--- src/hdl/spq_pkg.sv ---
// Shared types, codes and constants of the sorted priority queue.
package spq_pkg;

  // Field widths fixed by the interface.
  localparam int unsigned DataW     = 32;
  localparam int unsigned CountOutW = 5;
  localparam int unsigned PosW      = 4;
  localparam int unsigned CmdW      = 2;
  localparam int unsigned StatusW   = 2;

  // Default number of stored entries.
  localparam int unsigned DefaultCapacity = 16;

  // Request commands; the fourth code changes nothing and returns an OK result.
  typedef enum logic [CmdW-1:0] {
    CMD_INSERT = 2'd0,
    CMD_DELETE = 2'd1,
    CMD_READ   = 2'd2
  } spq_cmd_e;

  // Result status codes.
  typedef enum logic [StatusW-1:0] {
    ST_OK    = 2'd0,
    ST_EMPTY = 2'd1,
    ST_FULL  = 2'd2,
    ST_RANGE = 2'd3
  } spq_status_e;

  // Memory write selection.
  typedef enum logic [1:0] {
    WR_NONE,
    WR_SHIFT,
    WR_NEW_ABOVE,
    WR_NEW_FIRST
  } spq_wr_e;

  // Controller states.
  typedef enum logic [2:0] {
    S_IDLE,
    S_DECODE,
    S_READ_K,
    S_COMPARE,
    S_PUT_FIRST,
    S_FETCH,
    S_DELIVER
  } spq_state_e;

  // Commands from the controller to the datapath.
  typedef struct packed {
    logic        load;
    logic        idx_tail;
    logic        idx_pos;
    logic        idx_dec;
    logic        mem_rd;
    spq_wr_e     wr_mode;
    logic        cnt_inc;
    logic        cnt_dec;
    logic        res_load;
    logic        res_data;
    spq_status_e res_status;
  } spq_ctrl_t;

  // Status from the datapath to the controller.
  typedef struct packed {
    spq_cmd_e cmd;
    logic     empty;
    logic     full;
    logic     pos_bad;
    logic     greater;
    logic     idx_zero;
    logic     out_busy;
  } spq_flags_t;

endpackage

--- src/hdl/spq_ctrl.sv ---
// Controller state machine that sequences insert, delete and read requests.
module spq_ctrl (
  input  logic                clk_i,
  input  logic                rst_ni,
  input  logic                in_valid_i,
  output logic                in_stall_o,
  input  spq_pkg::spq_flags_t flags_i,
  output spq_pkg::spq_ctrl_t  ctrl_o
);

  spq_pkg::spq_state_e state_q, state_d;

  // A request is taken only when idle and the result register can be refilled.
  assign in_stall_o = (state_q != spq_pkg::S_IDLE) || flags_i.out_busy;

  // State register.
  always_ff @(posedge clk_i or negedge rst_ni) begin
    if (!rst_ni) begin
      state_q <= spq_pkg::S_IDLE;
    end else begin
      state_q <= state_d;
    end
  end

  // Next state and datapath commands.
  always_comb begin
    state_d           = state_q;
    ctrl_o            = '0;
    ctrl_o.wr_mode    = spq_pkg::WR_NONE;
    ctrl_o.res_status = spq_pkg::ST_OK;
    case (state_q)
      spq_pkg::S_IDLE: begin
        if (in_valid_i && !in_stall_o) begin
          ctrl_o.load = 1'b1;
          state_d     = spq_pkg::S_DECODE;
        end
      end
      spq_pkg::S_DECODE: begin
        state_d = spq_pkg::S_IDLE;
        case (flags_i.cmd)
          spq_pkg::CMD_INSERT: begin
            if (flags_i.full) begin
              ctrl_o.res_load   = 1'b1;
              ctrl_o.res_status = spq_pkg::ST_FULL;
            end else if (flags_i.empty) begin
              ctrl_o.wr_mode  = spq_pkg::WR_NEW_FIRST;
              ctrl_o.cnt_inc  = 1'b1;
              ctrl_o.res_load = 1'b1;
            end else begin
              ctrl_o.idx_tail = 1'b1;
              state_d         = spq_pkg::S_READ_K;
            end
          end
          spq_pkg::CMD_DELETE: begin
            if (flags_i.empty) begin
              ctrl_o.res_load   = 1'b1;
              ctrl_o.res_status = spq_pkg::ST_EMPTY;
            end else begin
              ctrl_o.idx_tail = 1'b1;
              ctrl_o.cnt_dec  = 1'b1;
              state_d         = spq_pkg::S_FETCH;
            end
          end
          spq_pkg::CMD_READ: begin
            if (flags_i.empty) begin
              ctrl_o.res_load   = 1'b1;
              ctrl_o.res_status = spq_pkg::ST_EMPTY;
            end else if (flags_i.pos_bad) begin
              ctrl_o.res_load   = 1'b1;
              ctrl_o.res_status = spq_pkg::ST_RANGE;
            end else begin
              ctrl_o.idx_pos = 1'b1;
              state_d        = spq_pkg::S_FETCH;
            end
          end
          default: begin
            ctrl_o.res_load = 1'b1;
          end
        endcase
      end
      // Insert: walk from the tail, shifting smaller or equal entries up by one.
      spq_pkg::S_READ_K: begin
        ctrl_o.mem_rd = 1'b1;
        state_d       = spq_pkg::S_COMPARE;
      end
      spq_pkg::S_COMPARE: begin
        if (flags_i.greater) begin
          ctrl_o.wr_mode  = spq_pkg::WR_NEW_ABOVE;
          ctrl_o.cnt_inc  = 1'b1;
          ctrl_o.res_load = 1'b1;
          state_d         = spq_pkg::S_IDLE;
        end else begin
          ctrl_o.wr_mode = spq_pkg::WR_SHIFT;
          if (flags_i.idx_zero) begin
            state_d = spq_pkg::S_PUT_FIRST;
          end else begin
            ctrl_o.idx_dec = 1'b1;
            state_d        = spq_pkg::S_READ_K;
          end
        end
      end
      spq_pkg::S_PUT_FIRST: begin
        ctrl_o.wr_mode  = spq_pkg::WR_NEW_FIRST;
        ctrl_o.cnt_inc  = 1'b1;
        ctrl_o.res_load = 1'b1;
        state_d         = spq_pkg::S_IDLE;
      end
      // Delete and read: one memory read, then the result.
      spq_pkg::S_FETCH: begin
        ctrl_o.mem_rd = 1'b1;
        state_d       = spq_pkg::S_DELIVER;
      end
      spq_pkg::S_DELIVER: begin
        ctrl_o.res_load = 1'b1;
        ctrl_o.res_data = 1'b1;
        state_d         = spq_pkg::S_IDLE;
      end
      default: begin
        state_d = spq_pkg::S_IDLE;
      end
    endcase
  end

endmodule

--- src/hdl/spq_dpath.sv ---
// Datapath of the sorted priority queue: entry memory, count, index and result register.
module spq_dpath #(
  parameter int unsigned CAPACITY = spq_pkg::DefaultCapacity
) (
  input  logic                                clk_i,
  input  logic                                rst_ni,
  input  logic        [spq_pkg::CmdW-1:0]     command_i,
  input  logic signed [spq_pkg::DataW-1:0]    value_i,
  input  logic        [spq_pkg::PosW-1:0]     position_i,
  output logic                                out_valid_o,
  input  logic                                out_stall_i,
  output logic signed [spq_pkg::DataW-1:0]    entry_value_o,
  output logic        [spq_pkg::CountOutW-1:0] entry_count_o,
  output logic        [spq_pkg::StatusW-1:0]  status_o,
  input  spq_pkg::spq_ctrl_t                  ctrl_i,
  output spq_pkg::spq_flags_t                 flags_o
);

  localparam int unsigned AW   = $clog2(CAPACITY);
  localparam int unsigned CW   = $clog2(CAPACITY + 1);
  localparam int unsigned CMPW = (CW > spq_pkg::PosW) ? CW : spq_pkg::PosW;

  logic signed [spq_pkg::DataW-1:0] mem_q [CAPACITY];

  logic        [CW-1:0]                 count_q, count_d;
  logic        [AW-1:0]                 idx_q;
  logic        [AW-1:0]                 idx_up;
  logic        [spq_pkg::CmdW-1:0]      cmd_q;
  logic        [spq_pkg::PosW-1:0]      pos_q;
  logic signed [spq_pkg::DataW-1:0]     val_q;
  logic signed [spq_pkg::DataW-1:0]     rdata_q;
  logic                                 out_valid_q;
  logic signed [spq_pkg::DataW-1:0]     res_value_q;
  logic        [spq_pkg::CountOutW-1:0] res_count_q;
  spq_pkg::spq_status_e                 res_status_q;

  logic                                 wr_en;
  logic        [AW-1:0]                 wr_addr;
  logic signed [spq_pkg::DataW-1:0]     wr_data;

  assign idx_up = idx_q + AW'(1);

  // Status toward the controller.
  always_comb begin
    flags_o          = '0;
    flags_o.cmd      = spq_pkg::spq_cmd_e'(cmd_q);
    flags_o.empty    = (count_q == '0);
    flags_o.full     = (count_q >= CW'(CAPACITY));
    flags_o.pos_bad  = (CMPW'(pos_q) >= CMPW'(count_q));
    flags_o.greater  = (rdata_q > val_q);
    flags_o.idx_zero = (idx_q == '0);
    flags_o.out_busy = out_valid_q && out_stall_i;
  end

  // Captured request fields.
  always_ff @(posedge clk_i) begin
    if (ctrl_i.load) begin
      cmd_q <= command_i;
      val_q <= value_i;
      pos_q <= position_i;
    end
  end

  // Entry index used for memory reads and shifts.
  always_ff @(posedge clk_i) begin
    if (ctrl_i.idx_tail) begin
      idx_q <= AW'(count_q - CW'(1));
    end else if (ctrl_i.idx_pos) begin
      idx_q <= AW'(pos_q);
    end else if (ctrl_i.idx_dec) begin
      idx_q <= idx_q - AW'(1);
    end
  end

  // Entry count.
  always_comb begin
    count_d = count_q;
    if (ctrl_i.cnt_inc) begin
      count_d = count_q + CW'(1);
    end else if (ctrl_i.cnt_dec) begin
      count_d = count_q - CW'(1);
    end
  end

  always_ff @(posedge clk_i or negedge rst_ni) begin
    if (!rst_ni) begin
      count_q <= '0;
    end else begin
      count_q <= count_d;
    end
  end

  // Memory write port selection.
  always_comb begin
    wr_en   = 1'b1;
    wr_addr = idx_up;
    wr_data = val_q;
    case (ctrl_i.wr_mode)
      spq_pkg::WR_SHIFT: begin
        wr_data = rdata_q;
      end
      spq_pkg::WR_NEW_ABOVE: begin
        wr_data = val_q;
      end
      spq_pkg::WR_NEW_FIRST: begin
        wr_addr = '0;
      end
      default: begin
        wr_en = 1'b0;
      end
    endcase
  end

  // Entry memory: one write and one registered read per cycle.
  always_ff @(posedge clk_i) begin
    if (wr_en) begin
      mem_q[wr_addr] <= wr_data;
    end
    if (ctrl_i.mem_rd) begin
      rdata_q <= mem_q[idx_q];
    end
  end

  // Result register, refilled only when the previous result is gone.
  always_ff @(posedge clk_i or negedge rst_ni) begin
    if (!rst_ni) begin
      out_valid_q <= 1'b0;
    end else if (ctrl_i.res_load) begin
      out_valid_q <= 1'b1;
    end else if (!out_stall_i) begin
      out_valid_q <= 1'b0;
    end
  end

  always_ff @(posedge clk_i) begin
    if (ctrl_i.res_load) begin
      res_value_q  <= ctrl_i.res_data ? rdata_q : '0;
      res_count_q  <= spq_pkg::CountOutW'(count_d);
      res_status_q <= ctrl_i.res_status;
    end
  end

  assign out_valid_o   = out_valid_q;
  assign entry_value_o = res_value_q;
  assign entry_count_o = res_count_q;
  assign status_o      = res_status_q;

  // The count never passes the capacity.
  assert property (@(posedge clk_i) disable iff (!rst_ni)
    count_q <= CW'(CAPACITY))
    else $error("entry count above capacity");

  // An insert never lands in a full store.
  assert property (@(posedge clk_i) disable iff (!rst_ni)
    ctrl_i.cnt_inc |-> (count_q < CW'(CAPACITY)))
    else $error("insert into full store");

  // A shift or placement above the index stays inside the memory.
  assert property (@(posedge clk_i) disable iff (!rst_ni)
    (ctrl_i.wr_mode == spq_pkg::WR_SHIFT || ctrl_i.wr_mode == spq_pkg::WR_NEW_ABOVE)
      |-> (CW'(idx_q) < CW'(CAPACITY - 1)))
    else $error("shift beyond last entry");

  // A new result never overwrites one that is still held.
  assert property (@(posedge clk_i) disable iff (!rst_ni)
    ctrl_i.res_load |-> !(out_valid_q && out_stall_i))
    else $error("result overwritten while stalled");

  // Count changes only in a cycle that loads a result or makes no memory read.
  assert property (@(posedge clk_i) disable iff (!rst_ni)
    (ctrl_i.cnt_inc || ctrl_i.cnt_dec) |-> (ctrl_i.res_load || ctrl_i.mem_rd == 1'b0))
    else $error("count change without request completion");

endmodule

--- src/hdl/sorted_priority_queue_core.sv ---
// Top level of the sorted priority queue: controller and datapath.
//
// A bounded store of signed 32-bit values kept in descending order.
// Input channel (in_valid_i / in_stall_o) carries a request: command_i
// selects insert of value_i, delete of the smallest entry, or read of the
// entry at position_i (0 is the largest). Output channel (out_valid_o /
// out_stall_i) returns one result per request: entry_value_o, the count
// after the request in entry_count_o, and status_o.
// Requests are handled one at a time. A rejected request, an unknown
// command or an insert into an empty store delivers its result from the
// decode state; a read or a delete goes on through a fetch and a deliver
// state. An insert that moves m entries up walks the entry memory from the
// tail through its single read and write port, then places the new value.
// The next request is taken once the controller is idle again and the
// output register is empty or its result is taken in that same cycle;
// while the receiver stalls a result, the result holds and the input stalls.
// Reset empties the store at once; no clearing pass is needed since only
// entries below the count are ever read.
module sorted_priority_queue_core #(
  parameter int unsigned CAPACITY = spq_pkg::DefaultCapacity
) (
  input  logic                                 clk_i,
  input  logic                                 rst_ni,
  input  logic                                 in_valid_i,
  output logic                                 in_stall_o,
  input  logic        [spq_pkg::CmdW-1:0]      command_i,
  input  logic signed [spq_pkg::DataW-1:0]     value_i,
  input  logic        [spq_pkg::PosW-1:0]      position_i,
  output logic                                 out_valid_o,
  input  logic                                 out_stall_i,
  output logic signed [spq_pkg::DataW-1:0]     entry_value_o,
  output logic        [spq_pkg::CountOutW-1:0] entry_count_o,
  output logic        [spq_pkg::StatusW-1:0]   status_o
);

  spq_pkg::spq_ctrl_t  ctrl;
  spq_pkg::spq_flags_t flags;

  // Request sequencing.
  spq_ctrl u_ctrl (
    .clk_i      (clk_i),
    .rst_ni     (rst_ni),
    .in_valid_i (in_valid_i),
    .in_stall_o (in_stall_o),
    .flags_i    (flags),
    .ctrl_o     (ctrl)
  );

  // Storage and result path.
  spq_dpath #(
    .CAPACITY (CAPACITY)
  ) u_dpath (
    .clk_i         (clk_i),
    .rst_ni        (rst_ni),
    .command_i     (command_i),
    .value_i       (value_i),
    .position_i    (position_i),
    .out_valid_o   (out_valid_o),
    .out_stall_i   (out_stall_i),
    .entry_value_o (entry_value_o),
    .entry_count_o (entry_count_o),
    .status_o      (status_o),
    .ctrl_i        (ctrl),
    .flags_o       (flags)
  );

endmodule
--- config.mk ---
export PLATFORM = sky130hd
export DESIGN_NAME = sorted_priority_queue_core
export DESIGN_NICKNAME = d
export VERILOG_FILES = /design/src/hdl/spq_pkg.sv /design/src/hdl/spq_ctrl.sv /design/src/hdl/spq_dpath.sv /design/src/hdl/sorted_priority_queue_core.sv
export SDC_FILE = /design/constraint.sdc
export NUM_CORES = 1
export LEC_CHECK = 0
export ABC_AREA = 1
export BUFFER_PORTS_ARGS = -buffer_cell sky130_fd_sc_hd__buf_2
export CAP_MARGIN = 5
export CORE_ASPECT_RATIO = 0.8
export CORE_UTILIZATION = 36
export CTS_BUF_LIST = sky130_fd_sc_hd__clkbuf_16
export DETAILED_ROUTE_END_ITERATION = 8
export GPL_ROUTABILITY_DRIVEN = 1
export GPL_TIMING_DRIVEN = 0
export HOLD_SLACK_MARGIN = 0.05
export PLACE_DENSITY = 0.47
export RECOVER_POWER = 25
export SETUP_SLACK_MARGIN = 0.1
export SLEW_MARGIN = 10
export SYNTH_ARGS = -nofsm -noshare
export SYNTH_HDL_FRONTEND = slang
export SYNTH_SLANG_ARGS = --single-unit
--- constraint.sdc ---
create_clock -name clk_i -period 4.3 [get_ports clk_i]
set_input_delay 0.86 -clock clk_i [delete_from_list [all_inputs] [get_ports clk_i]]
set_output_delay 0.86 -clock clk_i [all_outputs]
set_load 0.03 [all_outputs]
Word level (Yosys, flattened, before mapping)
Memory sizes are Yosys's and may differ from the RTL's. A register that Yosys moved wholly into a read port is not among the register bits.
Index checks and enable logic that the tools add are counted.
Word-level totals
  bits in registers: 90
  memory bits (writable): 512
  input bits: 42
  output and inout port bits: 41
  logic and storage cells: 99
  memories kept: 1
Cells by class
  $add $sub $neg: 4
  magnitude comparators: 3
  equal/unequal tests: 13
  mux-type cells: 55
  reduce and logical (&&, ||, !) cells: 13
Memory list
  u_dpath.mem_q: words 16, bits a word 32, read ports 1, clocked after memory_dff 1, write ports 1, line spq_dpath.sv:23  | logic signed [spq_pkg::DataW-1:0] mem_q [CAPACITY];
Operator list (number)
  $gt 32x32->1: 1
  $mux 32: 1
  $mux 3: 10
  $mux 1: 25
  $pmux 3 s3: 2
  $mux 4: 4
  $pmux 3 s5: 1
  $mux 2: 6
  $mux 5: 2
  $eq 3x3->1 const B: 3
  $eq 2x2->1 const B: 3
  $eq 3x2->1 const B: 2
  $pmux 1 s3: 2
  $pmux 2 s3: 1
  $reduce_bool 3->1: 2
  $add 5x1->5 const B: 1
  $ge 4x5->1: 1
  $ge 5x5->1 const B: 1
  $logic_not 5->1: 1
  $sub 5x1->5 const B: 1
  $add 4x1->4 const B: 1
  $eq 2x1->1 const B: 2
  $logic_not 4->1: 1
  $ne 2x1->1 const B: 2
  other kinds (10): 12

Depth between registers and ports, before layout
  depth in word-level cells: 10
  depth in mapped cells: 20
  gate-level depth less buffers: 19

By module
Synthesis repeated with hierarchy kept, for this count alone.
Second synthesis, totals
  cell total of the unflattened synthesis: 2054
  area, all modules: 25897.3 µm²
Modules (own cells, without submodules)
  spq_dpath: times used 1, cells an instance 1988, area an instance 25514.5 µm², seq. area each 18918.1 µm²
  spq_ctrl: times used 1, cells an instance 66, area an instance 382.9 µm², seq. area each 75.1 µm²

Worst setup path before layout
No wires, ideal clock.
  path type: reg-to-reg
  start: register u_dpath.rdata_q[31] (netlist bit), read port of u_dpath.mem_q
  end: memory u_dpath.mem_q[2][0] (netlist bit), enable pin
  library setup time: 421 ps
  data arrival time: 3012 ps
  data required time: 3879 ps
  setup slack: 866 ps
  stages on the path, launching flop included: 12
  buffers on the path: 0
  clock period less this slack: 3434 ps
  cell sequence: edfxtp_1 -> ha_1 -> a21oi_1 -> o21a_1 -> nand2_1 -> a21oi_1 -> nand2_1 -> nand2_2 -> nand4_2 -> nand3_4 -> nand2_1 -> nor2_1
Between the ends
  longest elaborated chain between the ends: 8
  elaborated cells on any way between the ends: 11
  classes of those cells: order compare (1); eq/ne (3); mux (6); reduce/logical (1)
Ends and longest elaborated chain
  start, declared: line spq_dpath.sv:31  | logic signed [spq_pkg::DataW-1:0] rdata_q;
  $gt 32x32->1 *: line spq_dpath.sv:50  | flags_o.greater = (rdata_q > val_q);
  $mux 2 *: line spq_ctrl.sv:87  | if (flags_i.greater) begin
  $pmux 3 s3 *: line spq_ctrl.sv:31  | case (state_q)
  $eq 2x2->1 / $eq 2x1->1 (equally long branches): line spq_dpath.sv:98  | case (ctrl_i.wr_mode)
  $reduce_or 3->1 (no source line)
  $mux 1: line spq_dpath.sv:98
  $mux 1: line spq_dpath.sv:116  | if (wr_en) begin
  $mux 1 (implied by the code): line spq_dpath.sv:117  | mem_q[wr_addr] <= wr_data;
  end, declared: line spq_dpath.sv:23
Mark *: on every way between the ends. The rest lies on a longest branch, timed or not.

Worst setup path in the final report
  start: register u_dpath.idx_q[0]
  end: memory u_dpath.mem_q[7][25] (netlist bit), enable pin
Between the ends
  longest elaborated chain between the ends: 2
Ends and longest elaborated chain
  start, declared: line spq_dpath.sv:26  | logic [AW-1:0] idx_q;
  start signal, assigned: line spq_dpath.sv:67  | idx_q <= AW'(count_q - CW'(1));
  start signal, assigned: line spq_dpath.sv:69  | idx_q <= AW'(pos_q);
  start signal, assigned: line spq_dpath.sv:71  | idx_q <= idx_q - AW'(1);
  $add 4x1->4: line spq_dpath.sv:41  | assign idx_up = idx_q + AW'(1);
  $mux 4: line spq_dpath.sv:98
Every way passes these cells.

==> results list <==
- Run status: finished, violations left
- The checks that failed: max-capacitance violations, max-slew violations.
- Overall track demand over capacity in global routing: 23.72%
- Proportion of layout cells with a drive suffix above 1: 12.40%
* Width of the chip: 302.4 um
- The routed design could run at a clock period as short as 4111 ps.
- Setup Buffers After CTS: 0
* Number of standard cells after synthesis: 1,962
- In the routed design, unresolved DRC markers number 0.
- Register-to-Register Setup Slack: 190 ps
- Antenna violations before repair: 1
- Starting Density: 36.63%
- Root Buffer: sky130_fd_sc_hd__clkbuf_16
- Number of fill cells in the layout: 6,655
* Final Net Count: 2,214
- Internal power comes to 13,340 uW.
* Power spent charging and discharging nets: 8891 uW
* Crit Path Max Fanout: 32
- Dividing total power by cell area gives a power density of 743.3 mW/mm^2.
- Data on the critical path arrives at its endpoint at 4330 ps.
* Endpoints failing hold: 0
- Leakage power figure: 0.01022 uW
- The worst path meets setup with 188.7 ps of slack.
- CTS buffer count: 68
* Sort of element at the start of the critical path: flop
* Clock latency on the worst-skew pair: 630 ps
- The die covers 0.07330 mm^2.
* CP Data Required Time: 4520 ps
- TritonCTS built the clock tree.
* YS warnings: 0
* Average detailed-routed wire length per instance: 27.95 um
* Share of the cycle needed by the critical path after routing: 95.61%
* Slew headroom: -31.36%
- In this run, synthesis inferred 625 flip-flops with an integrated enable.
- Asr flop ratio synth: 1.420%
- Height of the die: 242.4 um
- Area contributors post-synth: sky130_fd_sc_hd__edfxtp_1 72%, sky130_fd_sc_hd__o21ai_0 5.3%, sky130_fd_sc_hd__nor2_1 4.5%
* Largest net degree at the start of global routing: 33
- Number of library cell types mapped by synthesis: 42
* Clock share of power: 25.7%
- Once layout is complete, the utilization of the core stands at 42.15%.
- Setup total negative slack on the finished layout was measured at 0 ps.
* Layout-stage area growth over the synthesis result: 15.06%
- The H-tree generated during clock tree synthesis spans 3 levels.
- Number of global-route vias before repair: 16,445
- Clock buffer depth: 3
* Cell type with the largest total area after synthesis: sky130_fd_sc_hd__edfxtp_1
* Portion of the post-synthesis area used by sequential elements: 73.06%
* Post-synth top area share: 72.19%
* Count of state elements after synthesis: 634
- Crit end category: flop
- Slew @ Worst Pin: 1970 ps
* Count of endpoints failing setup in the final report: 0
- Cell row count: 87
- The first detailed-routing pass ran for 5 iterations.
* Wire length of the first global-routing pass: 121,800 um
- For this design, the CTS-stage hold fixing added 0 buffers.
* Via count normalized by instance count: 5.533
- Count of cells resized by post-cts repair: 0
- Post-route worst hold slack: 246.0 ps
- Setup repair after global routing left no endpoint under its margin.
- Net switching is 39.99% of the power.
- Yosys instantiated no cell more often than sky130_fd_sc_hd__edfxtp_1.
- The critical path is of the flop to flop type.
- Total number of vias: 17,229
* IR Drop Worst-Case VDD: 278.8 uV
* Largest clock skew in the final design: 34.08 ps
- Sequential share of power: 39.2%
- Counting every sink on the clock net gives 634.
* List of most frequent post-synthesis cells: 625 x sky130_fd_sc_hd__edfxtp_1, 314 x sky130_fd_sc_hd__nor2_1, 277 x sky130_fd_sc_hd__o21ai_0
- Max-cap violations in this run came to 2.
- Highest Clock Rate: 243.2 MHz
* Core footprint: 0.07097 mm^2
- Class of the tightest hold or removal check: input pin to async pin
* Number of nets with antenna violations after routing: 0
- Dominant register cell in the synthesized netlist: sky130_fd_sc_hd__edfxtp_1
- Post-placement setup slack: 253.6 ps
- IO Pins: 83
- The number of nets in the synthesized netlist is 2,045.
- Drt first-iter violations: 2,002
- Cell area after synthesis: 0.02600 mm^2
* Count of final max-slew check failures: 46
- Routability-driven placement finished with a final weighted congestion of 0.8444.
* Combinational cell fraction of total power: 35.1%
- Post-CTS clock slew at the launch and capture registers of the worst setup and hold paths: 60 ps
- Number of non-filler instances in the completed layout: 3,114
* Routed wire length: 87,030 um
- Number of cells in the design after placement: 2,995
* Post-synthesis average cell area: 13.25 um^2
- Number of buffers inserted by port buffering: 82
- Once detailed placement completed, the half-perimeter wirelength came to 58,040 um.
- The total overflow left after global routing is 0.
[registers in the layout, summed over array words and instances (netlist names)]
name and flops:
u_dpath.mem_q 512, u_dpath.cmd_q 2, u_dpath.idx_q 4, u_dpath.val_q 32, u_dpath.out_valid_o 1, u_dpath.pos_q 4, u_dpath.count_q 5, u_dpath.entry_value_o 32
u_dpath.rdata_q 32, u_dpath.status_o 2, u_dpath.entry_count_o 5, u_ctrl.state_q 3
[power groups by stage]
stage / registers [uW] / logic, uW / clock network, uW
2_1_floorplan: 9060 / 4030 / 0
3_3_place_gp: 8880 / 7590 / 0
3_5_place_dp: 8810 / 7810 / 0
4_1_cts: 8700 / 7840 / 5810
5_1_grt: 8790 / 8350 / 6000
6_report: 8720 / 7810 / 5710
[per-stage QoR]
step	area, um^2	power [uW]
global route	29910	23150
CTS	30100	22340
global placement	27580	16470
floorplan	26000	13090
finish	29910	22230
detailed placement	27970	16620
[kinds of logic (layout without fill, tap and decap cells)]
kind of cell             after synthesis  after routing  synth area share (%)
AND/OR/NAND/NOR                      525            525                 8.456
AO/OA/AOI/OAI                        515            515                 12.31
buffers and inverters                237            453                 3.865
adder cells (fa/ha/maj)               41             41                 1.973
other                                  0              2                     0
flip-flops                           634            634                 73.06
XOR/XNOR                              10             10                0.3369
[cell type report]
| type | count | area [um^2] | area share [%] |
|---|---|---|---|
| Sequential cell | 634 | 18990 | 63.49 |
| Timing Repair Buffer | 99 | 685.7 | 2.292 |
| Clock buffer | 71 | 1777 | 5.939 |
| Clock inverter | 46 | 351.6 | 1.175 |
| Tap cell | 934 | 1169 | 3.907 |
| Antenna cell | 2 | 5.005 | 0.01673 |
| Buffer | 116 | 506.7 | 1.694 |
| Inverter | 121 | 454.2 | 1.518 |
| Multi-Input combinational cell | 1091 | 5972 | 19.96 |
[worst max-delay path: stages, from the launching register on]
cell and delay [ps]:
sky130_fd_sc_hd__edfxtp_1 540, sky130_fd_sc_hd__clkbuf_1 590, sky130_fd_sc_hd__inv_1 210, sky130_fd_sc_hd__buf_2 300, sky130_fd_sc_hd__buf_2 290, sky130_fd_sc_hd__ha_1 350
sky130_fd_sc_hd__inv_1 80, sky130_fd_sc_hd__nor2_2 130, sky130_fd_sc_hd__nand2_1 130, sky130_fd_sc_hd__nor2_1 130, sky130_fd_sc_hd__nand2_1 90, sky130_fd_sc_hd__inv_2 830
[cell usage in the layout (no fill, tap or decap), types with 5 or more instances in the layout]
| master | synthesis | final |
|---|---|---|
| sky130_fd_sc_hd__bufinv_16 | 0 | 5 |
| sky130_fd_sc_hd__inv_2 | 12 | 21 |
| sky130_fd_sc_hd__xor2_1 | 8 | 8 |
| sky130_fd_sc_hd__nor2_1 | 314 | 313 |
| sky130_fd_sc_hd__o211ai_1 | 33 | 33 |
| sky130_fd_sc_hd__nand4_1 | 7 | 8 |
| sky130_fd_sc_hd__ha_1 | 41 | 41 |
| sky130_fd_sc_hd__clkbuf_16 | 0 | 71 |
| sky130_fd_sc_hd__buf_2 | 19 | 54 |
| sky130_fd_sc_hd__nand2_1 | 120 | 123 |
| sky130_fd_sc_hd__o21ai_1 | 9 | 8 |
| sky130_fd_sc_hd__inv_1 | 108 | 108 |
| sky130_fd_sc_hd__o21ai_2 | 32 | 29 |
| sky130_fd_sc_hd__nand3_1 | 37 | 39 |
| sky130_fd_sc_hd__nand2_2 | 29 | 27 |
| sky130_fd_sc_hd__edfxtp_1 | 625 | 625 |
| sky130_fd_sc_hd__clkinv_2 | 0 | 18 |
| sky130_fd_sc_hd__clkinv_1 | 1 | 9 |
| sky130_fd_sc_hd__o221ai_1 | 85 | 85 |
| sky130_fd_sc_hd__o21ai_0 | 277 | 281 |
| sky130_fd_sc_hd__a21oi_1 | 22 | 22 |
| sky130_fd_sc_hd__nor2_2 | 8 | 7 |
| sky130_fd_sc_hd__dfrtp_1 | 9 | 9 |
| sky130_fd_sc_hd__clkbuf_1 | 83 | 133 |
| sky130_fd_sc_hd__buf_12 | 4 | 14 |
| sky130_fd_sc_hd__o22ai_1 | 47 | 47 |
| sky130_fd_sc_hd__buf_1 | 6 | 6 |
[worst paths after layout]
kind                                     startpoint  cells after the start                   end
max in group asynchronous                    rst_ni                      1    u_dpath.count_q[3]
min in group clk_i                      value_i[30]                      1     u_dpath.val_q[30]
worst min-delay path                         rst_ni                      1   u_dpath.out_valid_o
worst min register to register  u_dpath.out_valid_o                      2   u_dpath.out_valid_o
worst max register to register     u_dpath.idx_q[0]                     11  u_dpath.mem_q[7][25]
worst max-delay path               u_dpath.idx_q[0]                     11  u_dpath.mem_q[7][25]
[metal layers]
metal  routed length [um]  global-route usage, %  vias to the layer above
li1                     -                      -                     7588
met1                39950                  35.66                     8737
met2                36260                  33.36                      774
met3                 8785                  6.511                      130
met4                 2037                  6.193                        0
met5                    0                 0.7937                        -
Note: power is estimated with default switching activity, not from simulation.
